--- src/hw/rtl/letter_frequency_rank_mapper_defines.svh ---
// Assertion macros shared by the letter frequency rank mapper RTL.
// The macros expect signals named clk and rst_n in the enclosing module.
`ifndef LETTER_FREQUENCY_RANK_MAPPER_DEFINES_SVH
`define LETTER_FREQUENCY_RANK_MAPPER_DEFINES_SVH

`ifndef SYNTHESIS
// Checked only out of reset.
`define LFRM_ASSERT(label, prop, msg) \
  label: assert property (@(posedge clk) disable iff (!rst_n) prop) else $error(msg);
// Checked on every edge, reset included.
`define LFRM_ASSERT_RST(label, prop, msg) \
  label: assert property (@(posedge clk) prop) else $error(msg);
`else
`define LFRM_ASSERT(label, prop, msg)
`define LFRM_ASSERT_RST(label, prop, msg)
`endif

`endif

--- src/hw/rtl/lfrm_pkg.sv ---
package lfrm_pkg;

  // ASCII code of the first letter of the alphabet.
  localparam logic [7:0] CODE_A = 8'h41;

  typedef enum logic [1:0] {
    REQ_TEXT   = 2'd0,
    REQ_TABLE  = 2'd1,
    REQ_FINISH = 2'd2
  } req_t;

  // Datapath operations, one per control word.
  typedef enum logic [3:0] {
    OP_NONE,
    OP_LATCH,
    OP_CNT_RD,
    OP_CNT_INC,
    OP_TAB_WR,
    OP_OUT_EMPTY,
    OP_CLEAR,
    OP_SCAN_INIT,
    OP_SCAN,
    OP_ASSIGN,
    OP_EMIT_INIT,
    OP_EMIT_RD,
    OP_OUT_PAIR,
    OP_K_INC
  } dp_op_t;

  // Jump conditions; the jump is taken when the condition holds.
  typedef enum logic [3:0] {
    C_NEVER,
    C_ALWAYS,
    C_NO_ACCEPT,
    C_NOT_TEXT,
    C_NOT_TABLE,
    C_NOT_FINISH,
    C_TAB_NONEMPTY,
    C_OUT_BUSY,
    C_SCAN_MORE,
    C_PICK_MORE,
    C_FLAG_CLEAR,
    C_EMIT_MORE
  } cond_t;

  // Microprogram steps, in program order.
  typedef enum logic [4:0] {
    S_IDLE,
    S_TXT_CHK,
    S_TXT_WR,
    S_TAB_CHK,
    S_TAB_WR,
    S_FIN_CHK,
    S_FIN_EMPTY,
    S_EMPTY_OUT,
    S_EMPTY_CLR,
    S_PICK_INIT,
    S_SCAN,
    S_ASSIGN,
    S_EMIT_INIT,
    S_EMIT_RD,
    S_EMIT_OUT,
    S_EMIT_NEXT,
    S_DONE_CLR
  } step_t;

  typedef struct packed {
    logic   in_ready;
    dp_op_t op;
    cond_t  cond;
    step_t  target;
  } ctrl_word_t;

  // Datapath status that the sequencer tests for jumps.
  typedef struct packed {
    logic accept;
    logic is_text;
    logic is_table;
    logic is_finish;
    logic tab_nonempty;
    logic out_busy;
    logic scan_more;
    logic pick_more;
    logic flag_set;
    logic emit_more;
  } dp_status_t;

  // Control store. Each step either falls through to the next step or jumps.
  function automatic ctrl_word_t ucode_rom(step_t step);
    ctrl_word_t w;
    unique case (step)
      S_IDLE:      w = '{1'b1, OP_LATCH,     C_NO_ACCEPT,    S_IDLE};
      S_TXT_CHK:   w = '{1'b0, OP_CNT_RD,    C_NOT_TEXT,     S_TAB_CHK};
      S_TXT_WR:    w = '{1'b0, OP_CNT_INC,   C_ALWAYS,       S_IDLE};
      S_TAB_CHK:   w = '{1'b0, OP_NONE,      C_NOT_TABLE,    S_FIN_CHK};
      S_TAB_WR:    w = '{1'b0, OP_TAB_WR,    C_ALWAYS,       S_IDLE};
      S_FIN_CHK:   w = '{1'b0, OP_NONE,      C_NOT_FINISH,   S_IDLE};
      S_FIN_EMPTY: w = '{1'b0, OP_NONE,      C_TAB_NONEMPTY, S_PICK_INIT};
      S_EMPTY_OUT: w = '{1'b0, OP_OUT_EMPTY, C_OUT_BUSY,     S_EMPTY_OUT};
      S_EMPTY_CLR: w = '{1'b0, OP_CLEAR,     C_ALWAYS,       S_IDLE};
      S_PICK_INIT: w = '{1'b0, OP_SCAN_INIT, C_NEVER,        S_IDLE};
      S_SCAN:      w = '{1'b0, OP_SCAN,      C_SCAN_MORE,    S_SCAN};
      S_ASSIGN:    w = '{1'b0, OP_ASSIGN,    C_PICK_MORE,    S_PICK_INIT};
      S_EMIT_INIT: w = '{1'b0, OP_EMIT_INIT, C_NEVER,        S_IDLE};
      S_EMIT_RD:   w = '{1'b0, OP_EMIT_RD,   C_FLAG_CLEAR,   S_EMIT_NEXT};
      S_EMIT_OUT:  w = '{1'b0, OP_OUT_PAIR,  C_OUT_BUSY,     S_EMIT_OUT};
      S_EMIT_NEXT: w = '{1'b0, OP_K_INC,     C_EMIT_MORE,    S_EMIT_RD};
      S_DONE_CLR:  w = '{1'b0, OP_CLEAR,     C_ALWAYS,       S_IDLE};
      default:     w = '{1'b0, OP_NONE,      C_ALWAYS,       S_IDLE};
    endcase
    return w;
  endfunction

endpackage

--- src/hw/rtl/lfrm_ifs.sv ---
// Input channel: one request word per handshake.
interface lfrm_in_if;
  logic       valid;
  logic       ready;
  logic [1:0] req_type;
  logic [7:0] symbol;

  modport source (output valid, output req_type, output symbol, input ready);
  modport sink (input valid, input req_type, input symbol, output ready);
endinterface

// Result channel: one (letter, symbol) word per handshake.
interface lfrm_out_if;
  logic       valid;
  logic       ready;
  logic [6:0] letter;
  logic [7:0] mapped_symbol;
  logic       valid_res;
  logic       last;

  modport source (output valid, output letter, output mapped_symbol, output valid_res,
                  output last, input ready);
  modport sink (input valid, input letter, input mapped_symbol, input valid_res,
                input last, output ready);
endinterface

--- src/hw/rtl/lfrm_ucode_seq.sv ---
`include "letter_frequency_rank_mapper_defines.svh"

module lfrm_ucode_seq (
  input  logic                  clk,
  input  logic                  rst_n,
  input  lfrm_pkg::dp_status_t  status_i,
  output lfrm_pkg::ctrl_word_t  ctrl_o
);
  import lfrm_pkg::*;

  step_t      upc_r;
  step_t      upc_nxt;
  ctrl_word_t ctrl;
  logic       take;

  always_comb begin
    ctrl = ucode_rom(upc_r);
    case (ctrl.cond)
      C_NEVER:        take = 1'b0;
      C_ALWAYS:       take = 1'b1;
      C_NO_ACCEPT:    take = !status_i.accept;
      C_NOT_TEXT:     take = !status_i.is_text;
      C_NOT_TABLE:    take = !status_i.is_table;
      C_NOT_FINISH:   take = !status_i.is_finish;
      C_TAB_NONEMPTY: take = status_i.tab_nonempty;
      C_OUT_BUSY:     take = status_i.out_busy;
      C_SCAN_MORE:    take = status_i.scan_more;
      C_PICK_MORE:    take = status_i.pick_more;
      C_FLAG_CLEAR:   take = !status_i.flag_set;
      C_EMIT_MORE:    take = status_i.emit_more;
      default:        take = 1'b0;
    endcase
    upc_nxt = take ? ctrl.target : step_t'(upc_r + 5'd1);
  end

  always_ff @(posedge clk) begin
    if (!rst_n) begin
      upc_r <= S_IDLE;
    end else begin
      upc_r <= upc_nxt;
    end
  end

  assign ctrl_o = ctrl;

  `LFRM_ASSERT_RST(a_reset_to_idle, !rst_n |=> (upc_r == S_IDLE), "sequencer not idle after reset")
  `LFRM_ASSERT(a_accept_dispatch, (upc_r == S_IDLE && status_i.accept) |=> (upc_r == S_TXT_CHK), "accepted word not dispatched")

endmodule

--- src/hw/rtl/lfrm_datapath.sv ---
`include "letter_frequency_rank_mapper_defines.svh"

module lfrm_datapath #(
  parameter int ALPHABET_SIZE = 26,
  parameter int COUNT_WIDTH   = 16
) (
  input  logic                  clk,
  input  logic                  rst_n,
  input  lfrm_pkg::ctrl_word_t  ctrl_i,
  output lfrm_pkg::dp_status_t  status_o,
  lfrm_in_if.sink               in_ch,
  lfrm_out_if.source            out_ch
);
  import lfrm_pkg::*;

  localparam int IDX_W = $clog2(ALPHABET_SIZE);
  localparam int LEN_W = $clog2(ALPHABET_SIZE + 1);
  localparam logic [IDX_W-1:0] LAST_IDX = IDX_W'(ALPHABET_SIZE - 1);
  localparam logic [LEN_W-1:0] FULL_LEN = LEN_W'(ALPHABET_SIZE);
  localparam logic [8:0] CODE_END = 9'(32'(CODE_A) + ALPHABET_SIZE);

  // Storage.
  logic [COUNT_WIDTH-1:0] cnt_mem [ALPHABET_SIZE];
  logic [7:0]             tab_mem [ALPHABET_SIZE];
  logic [7:0]             asg_mem [ALPHABET_SIZE];
  logic [ALPHABET_SIZE-1:0] cnt_vld_r;
  logic [ALPHABET_SIZE-1:0] asg_flag_r;
  logic [LEN_W-1:0]       tab_len_r;

  // Working registers.
  logic [1:0]             req_r;
  logic [7:0]             sym_r;
  logic [IDX_W-1:0]       j_r;
  logic [IDX_W-1:0]       k_r;
  logic [IDX_W-1:0]       n_r;
  logic [IDX_W-1:0]       best_r;
  logic [COUNT_WIDTH-1:0] best_cnt_r;
  logic                   have_best_r;
  logic [COUNT_WIDTH-1:0] cnt_rdata_r;
  logic                   cnt_rvld_r;
  logic [7:0]             tab_rdata_r;
  logic [7:0]             asg_rdata_r;

  // Result register.
  logic       out_valid_r;
  logic [6:0] out_letter_r;
  logic [7:0] out_sym_r;
  logic       out_vres_r;
  logic       out_last_r;

  logic                   accept;
  logic                   in_range;
  logic [7:0]             sym_off;
  logic [IDX_W-1:0]       sym_idx;
  logic                   cnt_ren;
  logic [IDX_W-1:0]       cnt_raddr;
  logic [COUNT_WIDTH-1:0] cnt_cur;
  logic [COUNT_WIDTH-1:0] cnt_inc;
  logic                   better;
  logic                   out_free;
  logic                   out_load;
  logic [7:0]             letter_code;
  logic                   is_last;

  assign in_ch.ready = ctrl_i.in_ready;
  assign accept      = in_ch.valid && in_ch.ready;

  assign in_range = ({1'b0, sym_r} >= {1'b0, CODE_A}) && ({1'b0, sym_r} < CODE_END);
  assign sym_off  = sym_r - CODE_A;
  assign sym_idx  = sym_off[IDX_W-1:0];

  // A count whose valid bit is clear reads as zero.
  assign cnt_cur = cnt_rvld_r ? cnt_rdata_r : '0;
  assign cnt_inc = (cnt_cur == '1) ? cnt_cur : cnt_cur + COUNT_WIDTH'(1);
  assign better  = !asg_flag_r[k_r] && (!have_best_r || (cnt_cur > best_cnt_r));

  assign out_free    = !out_valid_r || out_ch.ready;
  assign out_load    = out_free && (ctrl_i.op == OP_OUT_EMPTY || ctrl_i.op == OP_OUT_PAIR);
  assign letter_code = CODE_A + 8'(k_r);
  assign is_last     = (LEN_W'(n_r) + LEN_W'(1)) == tab_len_r;

  always_comb begin
    cnt_ren   = 1'b0;
    cnt_raddr = '0;
    case (ctrl_i.op)
      OP_CNT_RD: begin
        cnt_ren   = in_range;
        cnt_raddr = sym_idx;
      end
      OP_SCAN_INIT: begin
        cnt_ren   = 1'b1;
        cnt_raddr = '0;
      end
      OP_SCAN: begin
        cnt_ren   = (k_r != LAST_IDX);
        cnt_raddr = k_r + IDX_W'(1);
      end
      default: begin
        cnt_ren   = 1'b0;
        cnt_raddr = '0;
      end
    endcase
  end

  always_comb begin
    status_o.accept       = accept;
    status_o.is_text      = (req_r == REQ_TEXT);
    status_o.is_table     = (req_r == REQ_TABLE);
    status_o.is_finish    = (req_r == REQ_FINISH);
    status_o.tab_nonempty = (tab_len_r != '0);
    status_o.out_busy     = !out_free;
    status_o.scan_more    = (k_r != LAST_IDX);
    status_o.pick_more    = (LEN_W'(j_r) + LEN_W'(1)) < tab_len_r;
    status_o.flag_set     = asg_flag_r[k_r];
    status_o.emit_more    = (k_r != LAST_IDX);
  end

  // Memories and their registered read ports.
  always_ff @(posedge clk) begin
    if (ctrl_i.op == OP_CNT_INC && in_range) begin
      cnt_mem[sym_idx] <= cnt_inc;
    end
    if (cnt_ren) begin
      cnt_rdata_r <= cnt_mem[cnt_raddr];
      cnt_rvld_r  <= cnt_vld_r[cnt_raddr];
    end
    if (ctrl_i.op == OP_TAB_WR && tab_len_r < FULL_LEN) begin
      tab_mem[tab_len_r[IDX_W-1:0]] <= sym_r;
    end
    if (ctrl_i.op == OP_SCAN_INIT) begin
      tab_rdata_r <= tab_mem[j_r];
    end
    if (ctrl_i.op == OP_ASSIGN) begin
      asg_mem[best_r] <= tab_rdata_r;
    end
    if (ctrl_i.op == OP_EMIT_RD) begin
      asg_rdata_r <= asg_mem[k_r];
    end
  end

  // Control state: valid bits, flags, table length and the pick counter.
  always_ff @(posedge clk) begin
    if (!rst_n) begin
      cnt_vld_r  <= '0;
      asg_flag_r <= '0;
      tab_len_r  <= '0;
      j_r        <= '0;
    end else begin
      unique case (ctrl_i.op)
        OP_CNT_INC: begin
          if (in_range) begin
            cnt_vld_r[sym_idx] <= 1'b1;
          end
        end
        OP_TAB_WR: begin
          if (tab_len_r < FULL_LEN) begin
            tab_len_r <= tab_len_r + LEN_W'(1);
          end
        end
        OP_ASSIGN: begin
          asg_flag_r[best_r] <= 1'b1;
          cnt_vld_r[best_r]  <= 1'b0;
          j_r                <= j_r + IDX_W'(1);
        end
        OP_CLEAR: begin
          cnt_vld_r  <= '0;
          asg_flag_r <= '0;
          tab_len_r  <= '0;
          j_r        <= '0;
        end
        default: begin
        end
      endcase
    end
  end

  // Working registers set up by the program before use.
  always_ff @(posedge clk) begin
    unique case (ctrl_i.op)
      OP_LATCH: begin
        if (accept) begin
          req_r <= in_ch.req_type;
          sym_r <= in_ch.symbol;
        end
      end
      OP_SCAN_INIT: begin
        k_r         <= '0;
        have_best_r <= 1'b0;
      end
      OP_SCAN: begin
        if (better) begin
          best_r      <= k_r;
          best_cnt_r  <= cnt_cur;
          have_best_r <= 1'b1;
        end
        k_r <= k_r + IDX_W'(1);
      end
      OP_EMIT_INIT: begin
        k_r <= '0;
        n_r <= '0;
      end
      OP_OUT_PAIR: begin
        if (out_free) begin
          n_r <= n_r + IDX_W'(1);
        end
      end
      OP_K_INC: begin
        k_r <= k_r + IDX_W'(1);
      end
      default: begin
      end
    endcase
  end

  always_ff @(posedge clk) begin
    if (!rst_n) begin
      out_valid_r <= 1'b0;
    end else if (out_load) begin
      out_valid_r <= 1'b1;
    end else if (out_ch.ready) begin
      out_valid_r <= 1'b0;
    end
  end

  always_ff @(posedge clk) begin
    if (out_load) begin
      if (ctrl_i.op == OP_OUT_PAIR) begin
        out_letter_r <= letter_code[6:0];
        out_sym_r    <= asg_rdata_r;
        out_vres_r   <= 1'b1;
        out_last_r   <= is_last;
      end else begin
        out_letter_r <= '0;
        out_sym_r    <= '0;
        out_vres_r   <= 1'b0;
        out_last_r   <= 1'b1;
      end
    end
  end

  assign out_ch.valid         = out_valid_r;
  assign out_ch.letter        = out_letter_r;
  assign out_ch.mapped_symbol = out_sym_r;
  assign out_ch.valid_res     = out_vres_r;
  assign out_ch.last          = out_last_r;

  `LFRM_ASSERT(a_assign_fresh, (ctrl_i.op == OP_ASSIGN) |-> (have_best_r && !asg_flag_r[best_r]), "symbol assigned to a taken letter")
  `LFRM_ASSERT(a_clear_all, (ctrl_i.op == OP_CLEAR) |=> (asg_flag_r == '0 && cnt_vld_r == '0 && tab_len_r == '0), "state not cleared after finish")
  `LFRM_ASSERT(a_emit_flagged, (ctrl_i.op == OP_OUT_PAIR && out_free) |-> asg_flag_r[k_r], "pair emitted for an unassigned letter")

endmodule

--- src/hw/rtl/letter_frequency_rank_mapper.sv ---
// Letter frequency rank mapper. Each input word is a text character, a table
// symbol or a finish request. Text characters A to Z (ALPHABET_SIZE letters
// from 'A') are counted into saturating COUNT_WIDTH-bit counters; any other
// character is ignored. Table symbols are appended to an ordered table of up
// to ALPHABET_SIZE entries, and later ones are dropped. On finish the block
// walks the table in order and gives each symbol to the not yet assigned
// letter with the highest count, the lowest letter winning ties, then sends
// one result word per assigned letter in letter order with last set on the
// final word, and clears all counts and the table. A finish with an empty
// table sends a single word with valid_res low and last high. The block is
// run by a microprogram and takes one input word at a time; it is ready only
// while the program sits in its idle step. Dispatch steps test the request
// type one after another, and a text word then reads and writes back its
// counter. On finish, each table entry takes a setup step, one full pass
// over the counter memory at one counter per cycle and an assign step, and
// the result pass reads and tests each letter in turn and sends a word for
// each assigned one, waiting while the result side stalls. Counts are
// cleared at reset and after each finish through per-letter valid bits, so
// no clearing pass is needed.
module letter_frequency_rank_mapper #(
  parameter int ALPHABET_SIZE = 26,
  parameter int COUNT_WIDTH   = 16
) (
  input  logic        clk,
  input  logic        rst_n,
  lfrm_in_if.sink     in_ch,
  lfrm_out_if.source  out_ch
);
  import lfrm_pkg::*;

  // Control word from the sequencer and status back from the datapath.
  ctrl_word_t ctrl;
  dp_status_t status;

  lfrm_ucode_seq u_seq (
    .clk      (clk),
    .rst_n    (rst_n),
    .status_i (status),
    .ctrl_o   (ctrl)
  );

  // Counter, table and assignment memories plus the result register.
  lfrm_datapath #(
    .ALPHABET_SIZE (ALPHABET_SIZE),
    .COUNT_WIDTH   (COUNT_WIDTH)
  ) u_dp (
    .clk      (clk),
    .rst_n    (rst_n),
    .ctrl_i   (ctrl),
    .status_o (status),
    .in_ch    (in_ch),
    .out_ch   (out_ch)
  );

endmodule
--- src/flat_wrapper.sv ---
// flat-port wrapper written by rule: the top's interface ports become plain ports
module letter_frequency_rank_mapper_flat import lfrm_pkg::*;
#(
  parameter int ALPHABET_SIZE = 26,
  parameter int COUNT_WIDTH   = 16
)
  (clk, rst_n, in_ch_valid, in_ch_req_type, in_ch_symbol, in_ch_ready, out_ch_valid, out_ch_letter, out_ch_mapped_symbol, out_ch_valid_res, out_ch_last, out_ch_ready);
  lfrm_in_if in_ch_i ();
  lfrm_out_if out_ch_i ();
  input  logic clk;
  input  logic rst_n;
  input wire logic [$bits(in_ch_i.valid)-1:0] in_ch_valid;
  input wire logic [$bits(in_ch_i.req_type)-1:0] in_ch_req_type;
  input wire logic [$bits(in_ch_i.symbol)-1:0] in_ch_symbol;
  output wire logic [$bits(in_ch_i.ready)-1:0] in_ch_ready;
  output wire logic [$bits(out_ch_i.valid)-1:0] out_ch_valid;
  output wire logic [$bits(out_ch_i.letter)-1:0] out_ch_letter;
  output wire logic [$bits(out_ch_i.mapped_symbol)-1:0] out_ch_mapped_symbol;
  output wire logic [$bits(out_ch_i.valid_res)-1:0] out_ch_valid_res;
  output wire logic [$bits(out_ch_i.last)-1:0] out_ch_last;
  input wire logic [$bits(out_ch_i.ready)-1:0] out_ch_ready;
  assign in_ch_i.valid = in_ch_valid;
  assign in_ch_i.req_type = in_ch_req_type;
  assign in_ch_i.symbol = in_ch_symbol;
  assign in_ch_ready = in_ch_i.ready;
  assign out_ch_valid = out_ch_i.valid;
  assign out_ch_letter = out_ch_i.letter;
  assign out_ch_mapped_symbol = out_ch_i.mapped_symbol;
  assign out_ch_valid_res = out_ch_i.valid_res;
  assign out_ch_last = out_ch_i.last;
  assign out_ch_i.ready = out_ch_ready;
  letter_frequency_rank_mapper #(.ALPHABET_SIZE(ALPHABET_SIZE), .COUNT_WIDTH(COUNT_WIDTH)) u_core (.clk(clk), .rst_n(rst_n), .in_ch(in_ch_i), .out_ch(out_ch_i));
endmodule
--- config.mk ---
export PLATFORM = sky130hd
export DESIGN_NAME = letter_frequency_rank_mapper_flat
export DESIGN_NICKNAME = d
export VERILOG_FILES = /design/src/hw/rtl/lfrm_pkg.sv /design/src/hw/rtl/lfrm_ifs.sv /design/src/hw/rtl/lfrm_ucode_seq.sv /design/src/hw/rtl/lfrm_datapath.sv /design/src/hw/rtl/letter_frequency_rank_mapper.sv /design/src/flat_wrapper.sv
export VERILOG_INCLUDE_DIRS = /design/src /design/src/hw/rtl
export SDC_FILE = /design/constraint.sdc
export NUM_CORES = 1
export LEC_CHECK = 0
export ABC_AREA = 1
export BUFFER_PORTS_ARGS = -buffer_cell sky130_fd_sc_hd__buf_2
export CORE_MARGIN = 2
export CORE_UTILIZATION = 42
export CTS_CLUSTER_DIAMETER = 120
export DETAILED_ROUTE_END_ITERATION = 8
export SLEW_MARGIN = 20
export SYNTH_ARGS = -nofsm -noshare
export SYNTH_HDL_FRONTEND = slang
export SYNTH_SLANG_ARGS = --single-unit
--- constraint.sdc ---
create_clock -name clk -period 5.6 [get_ports clk]
set_input_delay 0.56 -clock clk [delete_from_list [all_inputs] [get_ports clk]]
set_output_delay 0.56 -clock clk [all_outputs]
set_load 0.02 [all_outputs]
Word-level counts from Yosys, hierarchy flattened

Memory sizes are Yosys's and may differ from the RTL's. A register that Yosys moved wholly into a read port is not among the register bits.
Index checks and enable logic that the tools add are counted.

Bits in registers: 128
Memory bits (writable): 832
Memory bits (read-only): 416
Bits of input ports: 14
Output and inout port bits: 19
Logic and storage cells: 150
Memories: 4

Memories:

| name                | words | width | read ports | clocked after memory_dff | write ports | line                | source |
|---|---|---|---|---|---|---|---|
| (name not given)    | 32    | 13    | 1          | 1                        | 0           | lfrm_pkg.sv:91      | `unique case (step)` |
| u_core.u_dp.cnt_mem | 26    | 16    | 1          | 1                        | 1           | lfrm_datapath.sv:23 | `logic [COUNT_WIDTH-1:0] cnt_mem [ALPHABET_SIZE];` |
| u_core.u_dp.asg_mem | 26    | 8     | 1          | 1                        | 1           | lfrm_datapath.sv:25 | `logic [7:0] asg_mem [ALPHABET_SIZE];` |
| u_core.u_dp.tab_mem | 26    | 8     | 1          | 1                        | 1           | lfrm_datapath.sv:24 | `logic [7:0] tab_mem [ALPHABET_SIZE];` |

Add/subtract/negate cells: 8
$lt $le $gt $ge: 11
Equality and inequality tests: 33
Muxes and demuxes: 35
Bitwise logic cells: 4
Reductions and logical operators: 37

Operator list:

| operator                | number |
|---|---|
| $pmux W26 S3            | 1 |
| $or A26 B26 Y26         | 2 |
| $pmux W26 S2            | 1 |
| $pmux W5 S2             | 5 |
| $eq A4 B4 Y1 const B    | 10 |
| $eq A4 B3 Y1 const B    | 8 |
| $mux W16                | 2 |
| $and A26 B26 Y26        | 1 |
| $mux W26                | 1 |
| $not A26 Y26            | 1 |
| $add A5 B1 Y5 const B   | 5 |
| $lt A5 B6 Y1 const B    | 4 |
| $mux W5                 | 4 |
| $add A16 B1 Y16 const B | 1 |
| $eq A16 B16 Y1 const B  | 1 |
| $eq A4 B2 Y1 const B    | 4 |
| $gt A16 B16 Y1          | 1 |
| $mux W1                 | 14 |
| $reduce_and A2 Y1       | 6 |
| $reduce_bool A2 Y1      | 6 |
| $bmux W1 S5             | 2 |
| $demux W1 S5            | 2 |
| $ge A5 B1 Y1 const B    | 2 |
| $pmux W1 S10            | 1 |
| 22 further kinds        | 43 |

Depth between registers and ports, before layout

Gate-level depths: netlist of the first run.

Depth in word-level cells: 8
Mapped depth: 21
Mapped depth without buffers: 19

Hierarchy

A second synthesis of the first run with hierarchy kept.

Cells, all modules: 4,028
Area, all modules: 43,641.9 µm²

By module, submodules not included:

| module         | times used | cells each | area each (µm²) | seq. area each (µm²) |
|---|---|---|---|---|
| lfrm_datapath  | 1          | 3,884      | 42,497.0        | 29,007.8 |
| lfrm_ucode_seq | 1          | 144        | 1,144.8         | 360.3 |

Least setup slack after synthesis of the first run

OpenSTA, ideal clock, no wires.

Path kind: reg2reg
Start point: register u_core.u_dp.sym_r[0]
End point: memory u_core.u_dp.cnt_mem[3][0] (enable)
Setup time: 0.434 ns
Data arrival time: 3.486 ns
Data required time: 5.166 ns
Slack: 1.680 ns
Cell stages (with the launch flop): 12
Path buffers: 0
Period minus slack after synthesis: 3.920 ns
Cell sequence: edfxtp_1 inv_1 ha_1 inv_2 nor2_1 inv_1 o21ai_1 nand3_1 nand2_1 nor3_1 inv_2 nor4_1

Longest elaborated chain between the ends: 5
Elaborated cells between the ends (all ways): 7
Those cells by class: 1 x add/sub; 2 x order compare; 2 x mux; 2 x reduce/logical

Ends and longest elaborated chain:

| what                                         | line                 | source |
|---|---|---|
| start: declaration                           | lfrm_datapath.sv:32  | `logic [7:0] sym_r;` |
| start signal: assignment                     | lfrm_datapath.sv:183 | `sym_r <= in_ch.symbol;` |
| $ge A8 B7 Y1 or $lt A8 B7 Y1 (tied branches) | lfrm_datapath.sv:68  | `assign in_range = ({1'b0, sym_r} >= {1'b0, CODE_A}) && ({1'b0, sym_r} < CODE_END);` |
| $logic_and A1 B1 Y1                          | lfrm_datapath.sv:68  |  |
| $logic_and A1 B1 Y1                          | lfrm_datapath.sv:120 | `if (ctrl_i.op == OP_CNT_INC && in_range) begin` |
| $mux W1                                      | lfrm_datapath.sv:120 |  |
| $mux W1 (implied by the code)                | lfrm_datapath.sv:121 | `cnt_mem[sym_idx] <= cnt_inc;` |
| end: declaration                             | lfrm_datapath.sv:23  |  |

Parallel ways exist; a longest one is shown, timed or not.

Worst setup path after layout of the first run

Start point: register u_core.u_dp.cnt_rvld_r
End point: memory u_core.u_dp.cnt_mem[14][15], data pin

Longest elaborated chain between the ends: 3
Elaborated cells between the ends (all ways): 4
Those cells by class: 1 x add/sub; 1 x eq/ne; 2 x mux

Ends and longest elaborated chain:

| what                                              | line                 | source |
|---|---|---|
| start: declaration                                | lfrm_datapath.sv:40  | `logic cnt_rvld_r;` |
| start signal: assignment                          | lfrm_datapath.sv:125 | `cnt_rvld_r <= cnt_vld_r[cnt_raddr];` |
| $mux W16 (*)                                      | lfrm_datapath.sv:73  | `assign cnt_cur = cnt_rvld_r ? cnt_rdata_r : '0;` |
| net u_core.u_dp.cnt_cur[0]                        | lfrm_datapath.sv:57  | `logic [COUNT_WIDTH-1:0] cnt_cur;` |
| $add A16 B1 Y16 or $eq A16 B16 Y1 (tied branches) | lfrm_datapath.sv:74  | `assign cnt_inc = (cnt_cur == '1) ? cnt_cur : cnt_cur + COUNT_WIDTH'(1);` |
| $mux W16 (*)                                      | lfrm_datapath.sv:74  |  |
| net u_core.u_dp.cnt_inc[15]                       | lfrm_datapath.sv:58  | `logic [COUNT_WIDTH-1:0] cnt_inc;` |

Mark *: on every way through the listed nets, which the timed path passes. The rest lies on a longest branch.

==> flow_metrics.py, run 1 <==
metrics = {
    "setup_path": {
        "cp_slowest_stage_delay_ns": 0.83,
        "cp-start-kind": "register",
        "path_delay_family": "simple AND/OR/NAND/NOR gates",
        "endpoint_kind": "register",
        "cp.required_ns": 5.94,
        "crit_chain": "nand2_1 > inv_1 > ha_1 > nand2_1 > nor2_1 > nand2_1 > nor2_1 > nand2_1 > nor2_1 > nor2_1 > nand4_1 > nor2_1 > nand4_1 > xor2_2",
        "critical_path_class": "reg2reg",
        "path_max_fanout": 26,
        "cp.arrival_ns": 4.58,
        "path_common_cell": "nor2_1",
        "cp_slowest_cell": "xor2_2",
        "path_buf_inv": 1,
    },
    "timing": {
        "hold_ws_ns": 0.0402,
        "worstMarginPinSlew_ns": 1.12,
        "finalSetupTns_ns": 0,
        "fmax_mhz": 236,
        "hold_violations": 0,
        "drv_slew": 0,
        "fin_crit_ns": 4.24,
        "finalSetupViolCount": 0,
        "post-route-period-util_pct": 75.7,
        "fin_skew_ns": 0.0279,
        "max_slew_margin_pct": 25.5,
        "rsz0062_at_grt": "false",
    },
    "outcome": {
        "status": "finished, final reports clean",
    },
    "detailed_routing": {
        "routed_via_density": 5.57,
        "drc": 0,
        "wl_mm": 106,
        "drt_iter0_drc": 2992,
        "route.vias.total": 26590,
        "wire_per_inst_um": 22.1,
        "first_pass_iters": 6,
        "drtAntennaViolNets": 0,
    },
    "placement": {
        "io_buffers": 32,
        "gp_congestion": 0.833,
        "dp_hpwl_mm": 59.6,
    },
    "clock_network": {
        "cts_hold_buf": 0,
        "cts_tree": "done",
        "clk_pin_slew_ns": 0.06,
        "cts_buffers": 103,
        "clockBufferDepth": 3,
        "cts_num_sinks": 1005,
        "insertion_delay_ns": 0.70,
        "post_cts_buffers": 0,
        "root_buffer": "clkbuf_16",
        "htreeDepth": 3,
        "ctsResizeCount": 0,
    },
    "layout": {
        "syn2layout_area_growth_pct": 12.9,
        "n_fill_cell": 8646,
        "antenna_cells": 0,
        "layout.nets": 3464,
        "drive_above_1_share_pct": 10.2,
    },
    "grt": {
        "grt_pass1_wl_mm": 159,
        "antenna_found_initial": 2,
        "first_global_vias": 25455,
        "use_met3_pct": 3.67,
        "gr-total-overflow": 0,
        "grtUsageTotal_pct": 21.0,
        "grt-busiest-layer": "met2",
        "grt_max_degree": 115,
        "global_route.usage.met1_pct": 29.0,
        "use_met2_pct": 33.6,
    },
    "synth": {
        "syn_nets": 3441,
        "syn_inst": 3385,
        "synth.distinct_cells": 42,
        "yosysWarnings": 0,
        "synthArstFlopShare_pct": 0,
        "netlist_area_sq_um": 41000,
        "synth_edf_count": 924,
        "ys_seq_elements": 1005,
        "synth_ff_type": "edfxtp_1",
        "synth_area_per_cell_sq_um": 12.1,
        "seq_area_frac_synth_pct": 71.6,
    },
    "pwr": {
        "leakage_uw": 0.0155,
        "ir_drop_uv": 274,
        "power_density_nw_per_um2": 421,
    },
    "die": {
        "dieWidth_um": 317,
        "start_util_pct": 42.4,
        "num_rows": 114,
        "die_area_sq_um": 100000,
        "die_h_um": 317,
        "core_sq_um": 96700,
        "io_pins": 33,
    },
    "run": {
        "max_cap_viol_count": 0,
    },
    "hold_path": {
        "hold_class": "in2reg",
    },
}
cell families (layout without fill, tap and decap cells):
group / Yosys count / in the layout / synth area share [%]
buf+inv: 389 / 498 / 3.70
fa+ha+maj: 42 / 42 / 1.28
xor+xnor: 28 / 28 / 0.598
flops: 1005 / 1005 / 71.6
simple gates: 1114 / 1114 / 11.1
compound gates: 807 / 807 / 11.8
registers in the layout, summed over array words and instances, names as in the netlist, 7 cells and up:
name                              cells
u_core.u_dp.cnt_mem                 416
u_core.u_dp.asg_mem                 208
u_core.u_dp.tab_mem                 208
u_core.u_dp.asg_flag_r               26
u_core.u_dp.cnt_vld_r                26
u_core.u_dp.best_cnt_r               16
u_core.u_dp.cnt_rdata_r              16
u_core.u_seq.ctrl_o                  13
u_core.u_dp.asg_rdata_r               8
u_core.u_dp.out_ch.mapped_symbol      8
u_core.u_dp.sym_r                     8
u_core.u_dp.tab_rdata_r               8
u_core.u_dp.out_ch.letter             7
worst reg2reg max path, stage by stage (launching register included):
cell,delay (ns)
edfxtp_1,0.67
nand2_1,0.31
inv_1,0.09
ha_1,0.21
nand2_1,0.07
nor2_1,0.05
nand2_1,0.07
nor2_1,0.05
nand2_1,0.12
nor2_1,0.11
nor2_1,0.36
nand4_1,0.33
nor2_1,0.40
nand4_1,0.23
xor2_2,0.83
per-layer routing:
metal  vias to the layer above  share of wire [%]
li1                      12341                  -
met1                     13164                 43
met2                       901                 47
met3                       184                6.6
met4                         0                2.9
met5                         -                  0
through the flow:
| step | setup slack [ns] | cell area, sq um | utilization, % | cells | power (uW) |
|---|---|---|---|---|---|
| floorplan | 1.68 | 41000 | - | 3385 | 11600 |
| global placement | 1.58 | 43000 | 44.4 | 4579 | 12800 |
| detailed placement | 1.64 | 43000 | 44.4 | 4579 | 12900 |
| CTS | 1.62 | 46300 | 47.9 | 4770 | 19600 |
| global route | 0.963 | 46300 | 47.9 | 4770 | 20400 |
| finish | 1.36 | 46300 | 47.9 | 4770 | 19500 |
path summary, 6_finish.rpt:
path / startpoint / end / slack (ns) / cells past startpoint
worst max-delay path: u_core.u_dp.cnt_rvld_r$_DFFE_PP_ / u_core.u_dp.cnt_mem[14][15]$_DFFE_PP_ / 1.36 / 14
worst min-delay path: in_ch_symbol[5] / u_core.u_dp.sym_r[5]$_DFFE_PP_ / 0.04 / 1
worst max register to register: u_core.u_dp.cnt_rvld_r$_DFFE_PP_ / u_core.u_dp.cnt_mem[14][15]$_DFFE_PP_ / 1.36 / 14
worst min register to register: u_core.u_dp.asg_flag_r[1]$_SDFFE_PN0N_ / u_core.u_dp.asg_flag_r[1]$_SDFFE_PN0N_ / 0.46 / 2
cells in the mapped netlist (all sizes together) (38+ instances only):
master  number  area share, %
a21oi       38           0.46
nand3       98            1.2
o22ai       94            1.5
ha          42            1.3
o21ai      463            5.6
edfxtp     924             68
nor2       651            6.0
nor3        52           0.66
inv        191            1.7
nand2      275            2.6
o211ai      55            1.0
dfxtp       81            4.0
o221ai     117            2.5
clkbuf     158            1.4
where the power goes:
group          switching [uW]  leakage, uW  internal [uW]  total (uW)
Combinational            2830      0.00486           1100        3930
Sequential                172      0.00902           8650        8820
Clock                    2860      0.00161           3890        6750
layout make-up:
cell class	count	area, sq um	area share, %
Tap cell	1276	1600	3.45
Sequential cell	1005	29400	63.4
Clock inverter	60	579	1.25
Inverter	196	742	1.60
Timing Repair Buffer	111	803	1.73
Clock buffer	131	2750	5.92
Multi-Input combinational cell	1991	10500	22.7
placed cells by master, fill, tap and decap left out, types with 11 or more instances in the layout:
| cell | instances |
|---|---|
| a211oi_1 | 11 |
| a21oi_1 | 37 |
| a31oi_1 | 24 |
| buf_2 | 32 |
| buf_4 | 75 |
| clkbuf_1 | 24 |
| clkbuf_16 | 105 |
| clkinv_1 | 29 |
| clkinv_2 | 15 |
| dfxtp_1 | 80 |
| edfxtp_1 | 924 |
| ha_1 | 42 |
| inv_1 | 173 |
| inv_2 | 17 |
| nand2_1 | 268 |
| nand3_1 | 96 |
| nand4_1 | 15 |
| nor2_1 | 644 |
| nor3_1 | 27 |
| nor3_2 | 23 |
| o211ai_1 | 55 |
| o21ai_0 | 450 |
| o21ai_1 | 13 |
| o221ai_1 | 116 |
| o22ai_1 | 90 |
| or2_2 | 18 |
No activity file was read; power rests on OpenSTA's default activity.
==> inputs of run 2 (changes only) <==
- clock period: 5.6 -> 3.9 ns (I/O delays scaled with it)
==> flow_metrics.py, run 2 (same netlist as run 1, synthesis figures left out) <==
metrics = {
    "layout": {
        "drive_above_1_share_pct": 11.3,
        "largest_reg_flops": 416,
        "syn2layout_area_growth_pct": 14.3,
        "final_cell_mix": "edfxtp_1 (924), nor2_1 (644), o21ai_0 (450), nand2_1 (268), inv_1 (174)",
        "layout.nets": 3512,
        "regMostFlops": "u_core.u_dp.cnt_mem",
        "antenna_cells": 0,
        "fin_area_sq_um": 46900,
        "regArea_sq_um": 29400,
        "multi_input_area_sq_um": 10500,
        "final_common_cell": "edfxtp_1",
        "n_fill_cell": 8464,
    },
    "hold_path": {
        "holdPathEnd": "u_core.u_dp.out_ch.valid$_SDFFE_PN0P_",
        "min_from": "rst_n",
        "worst_hold_path.num_cells": 3,
        "hold_class": "in2reg",
    },
    "clock_network": {
        "clk_pin_slew_ns": 0.06,
        "clockBufferDepth": 3,
        "cts_hold_buf": 10,
        "cts_buffers": 103,
        "htreeDepth": 3,
        "ctsResizeCount": 0,
        "root_buffer": "clkbuf_16",
        "post_cts_buffers": 0,
        "cts_num_sinks": 1005,
        "insertion_delay_ns": 0.70,
        "cts_tree": "done",
    },
    "setup_path": {
        "path_max_fanout": 26,
        "cp.arrival_ns": 3.84,
        "cp.required_ns": 4.21,
        "cp_slowest_cell": "xor2_2",
        "crit_chain": "nand2_1 > inv_1 > ha_1 > nand2_1 > nor2_1 > nand2_1 > nor2_1 > nand2_1 > nor2_1 > nor2_1 > nand4_1 > nor2_1 > nand4_1 > xor2_2",
        "cp-start-kind": "register",
        "cp_slowest_stage_delay_ns": 0.92,
        "r2r_setup_slack_ns": 0.37,
        "path_delay_family": "simple AND/OR/NAND/NOR gates",
        "path_common_cell": "nor2_1",
        "r2r_start": "u_core.u_dp.cnt_rvld_r$_DFFE_PP_",
        "rr_endpoint": "u_core.u_dp.cnt_mem[21][15]$_DFFE_PP_",
        "r2r_cells": 14,
        "endpoint_kind": "register",
        "path_buf_inv": 1,
        "critical_path_class": "reg2reg",
    },
    "detailed_routing": {
        "routed_via_density": 5.58,
        "first_pass_iters": 5,
        "route.vias.total": 26861,
        "drt_iter0_drc": 2720,
        "drc": 0,
        "wire_per_inst_um": 21.7,
        "drtAntennaViolNets": 0,
        "wl_mm": 104,
    },
    "timing": {
        "max_slew_margin_pct": 23.8,
        "hold_ws_ns": 0.0470,
        "fmax_mhz": 283,
        "fin_skew_ns": 0.0346,
        "rsz0062_at_grt": "false",
        "finalSetupViolCount": 0,
        "post-route-period-util_pct": 90.6,
        "drv_slew": 0,
        "finalSetupTns_ns": 0,
        "fin_crit_ns": 3.53,
        "hold_violations": 0,
        "worstMarginPinSlew_ns": 1.14,
    },
    "placement": {
        "placed_area_sq_um": 43300,
        "dp_hpwl_mm": 60.7,
        "gp_congestion": 0.873,
        "io_buffers": 32,
    },
    "die": {
        "start_util_pct": 42.4,
        "die_h_um": 317,
        "die_area_sq_um": 100000,
        "io_pins": 33,
        "num_rows": 114,
        "core_sq_um": 96700,
        "dieWidth_um": 317,
    },
    "grt": {
        "gr-total-overflow": 0,
        "grtUsageTotal_pct": 20.7,
        "first_global_vias": 25357,
        "antenna_found_initial": 2,
        "grt_max_degree": 137,
        "grt_pass1_wl_mm": 158,
    },
    "outcome": {
        "status": "finished, final reports clean",
    },
    "pwr": {
        "power_density_nw_per_um2": 607,
        "ir_drop_uv": 400,
        "leakage_uw": 0.0158,
        "power_uw": 28500,
    },
    "run": {
        "max_cap_viol_count": 0,
    },
}
[run 2: cell types whose count changed in the layout (fill, tap and decap cells not counted), sizes merged]
| cell | change |
|---|---|
| clkbuf | -2 |
| buf | +38 |
| inv | -3 |
| clkinv | -1 |
| dlygate4sd3 | +10 |
| bufinv | +1 |
[run 2: cell type report]
type	instances	share of cell area, %
Tap cell	1276	3.40
Timing Repair Buffer	159	2.77
Clock inverter	57	1.25
Multi-Input combinational cell	1991	22.3
Inverter	196	1.58
Sequential cell	1005	62.6
Clock buffer	129	6.06
[run 2: where the power goes]
part	switching, uW	leakage, uW	total (uW)	internal (uW)
registers	200	0.00902	12600	12400
logic	4270	0.00513	5960	1680
clock network	4100	0.00167	9910	5820
total	8570	0.0158	28500	19900
[run 2: per-stage QoR]
step / instances / utilization [%] / setup slack [ns]
3_3_place_gp: 4617 / 44.8 / 0.483
6_report: 4813 / 48.5 / 0.365
3_5_place_dp: 4617 / 44.8 / 0.411
2_1_floorplan: 3385 / - / -0.0201
4_1_cts: 4813 / 48.5 / 0.388
5_1_grt: 4813 / 48.5 / 0.0320
[run 2: routing by layer]
layer  wire, um  global-route usage [%]  up-vias
li1           -                       -    12422
met1      47000                    30.2    13398
met2      48600                    32.6      890
met3       6520                    2.83      151
met4       2120                    5.70        0
met5          0                       0        -
[run 2: worst max path at each step]
stage / from / to / slack [ns] / cells past startpoint
after floorplan: u_core.u_dp.sym_r[0]$_DFFE_PP_ / u_core.u_dp.cnt_mem[3][0]$_DFFE_PP_ / -0.02 / 11
after global placement: u_core.u_dp.cnt_rvld_r$_DFFE_PP_ / u_core.u_dp.cnt_mem[23][11]$_DFFE_PP_ / 0.48 / 14
after detailed placement: u_core.u_dp.cnt_rvld_r$_DFFE_PP_ / u_core.u_dp.cnt_mem[21][15]$_DFFE_PP_ / 0.41 / 14
after CTS: u_core.u_dp.cnt_rvld_r$_DFFE_PP_ / u_core.u_dp.cnt_mem[21][15]$_DFFE_PP_ / 0.39 / 14
after global routing: u_core.u_dp.cnt_rvld_r$_DFFE_PP_ / u_core.u_dp.cnt_mem[18][15]$_DFFE_PP_ / 0.03 / 14
final: u_core.u_dp.cnt_rvld_r$_DFFE_PP_ / u_core.u_dp.cnt_mem[21][15]$_DFFE_PP_ / 0.37 / 14
[run 2: worst register-to-register path: cells and delay by family (launching register included)]
kind / cells / cell delay [ns]
fa+ha+maj: 1 / 0.19
flops: 1 / 0.43
xor+xnor: 1 / 0.92
simple gates: 11 / 1.54
buf+inv: 1 / 0.08
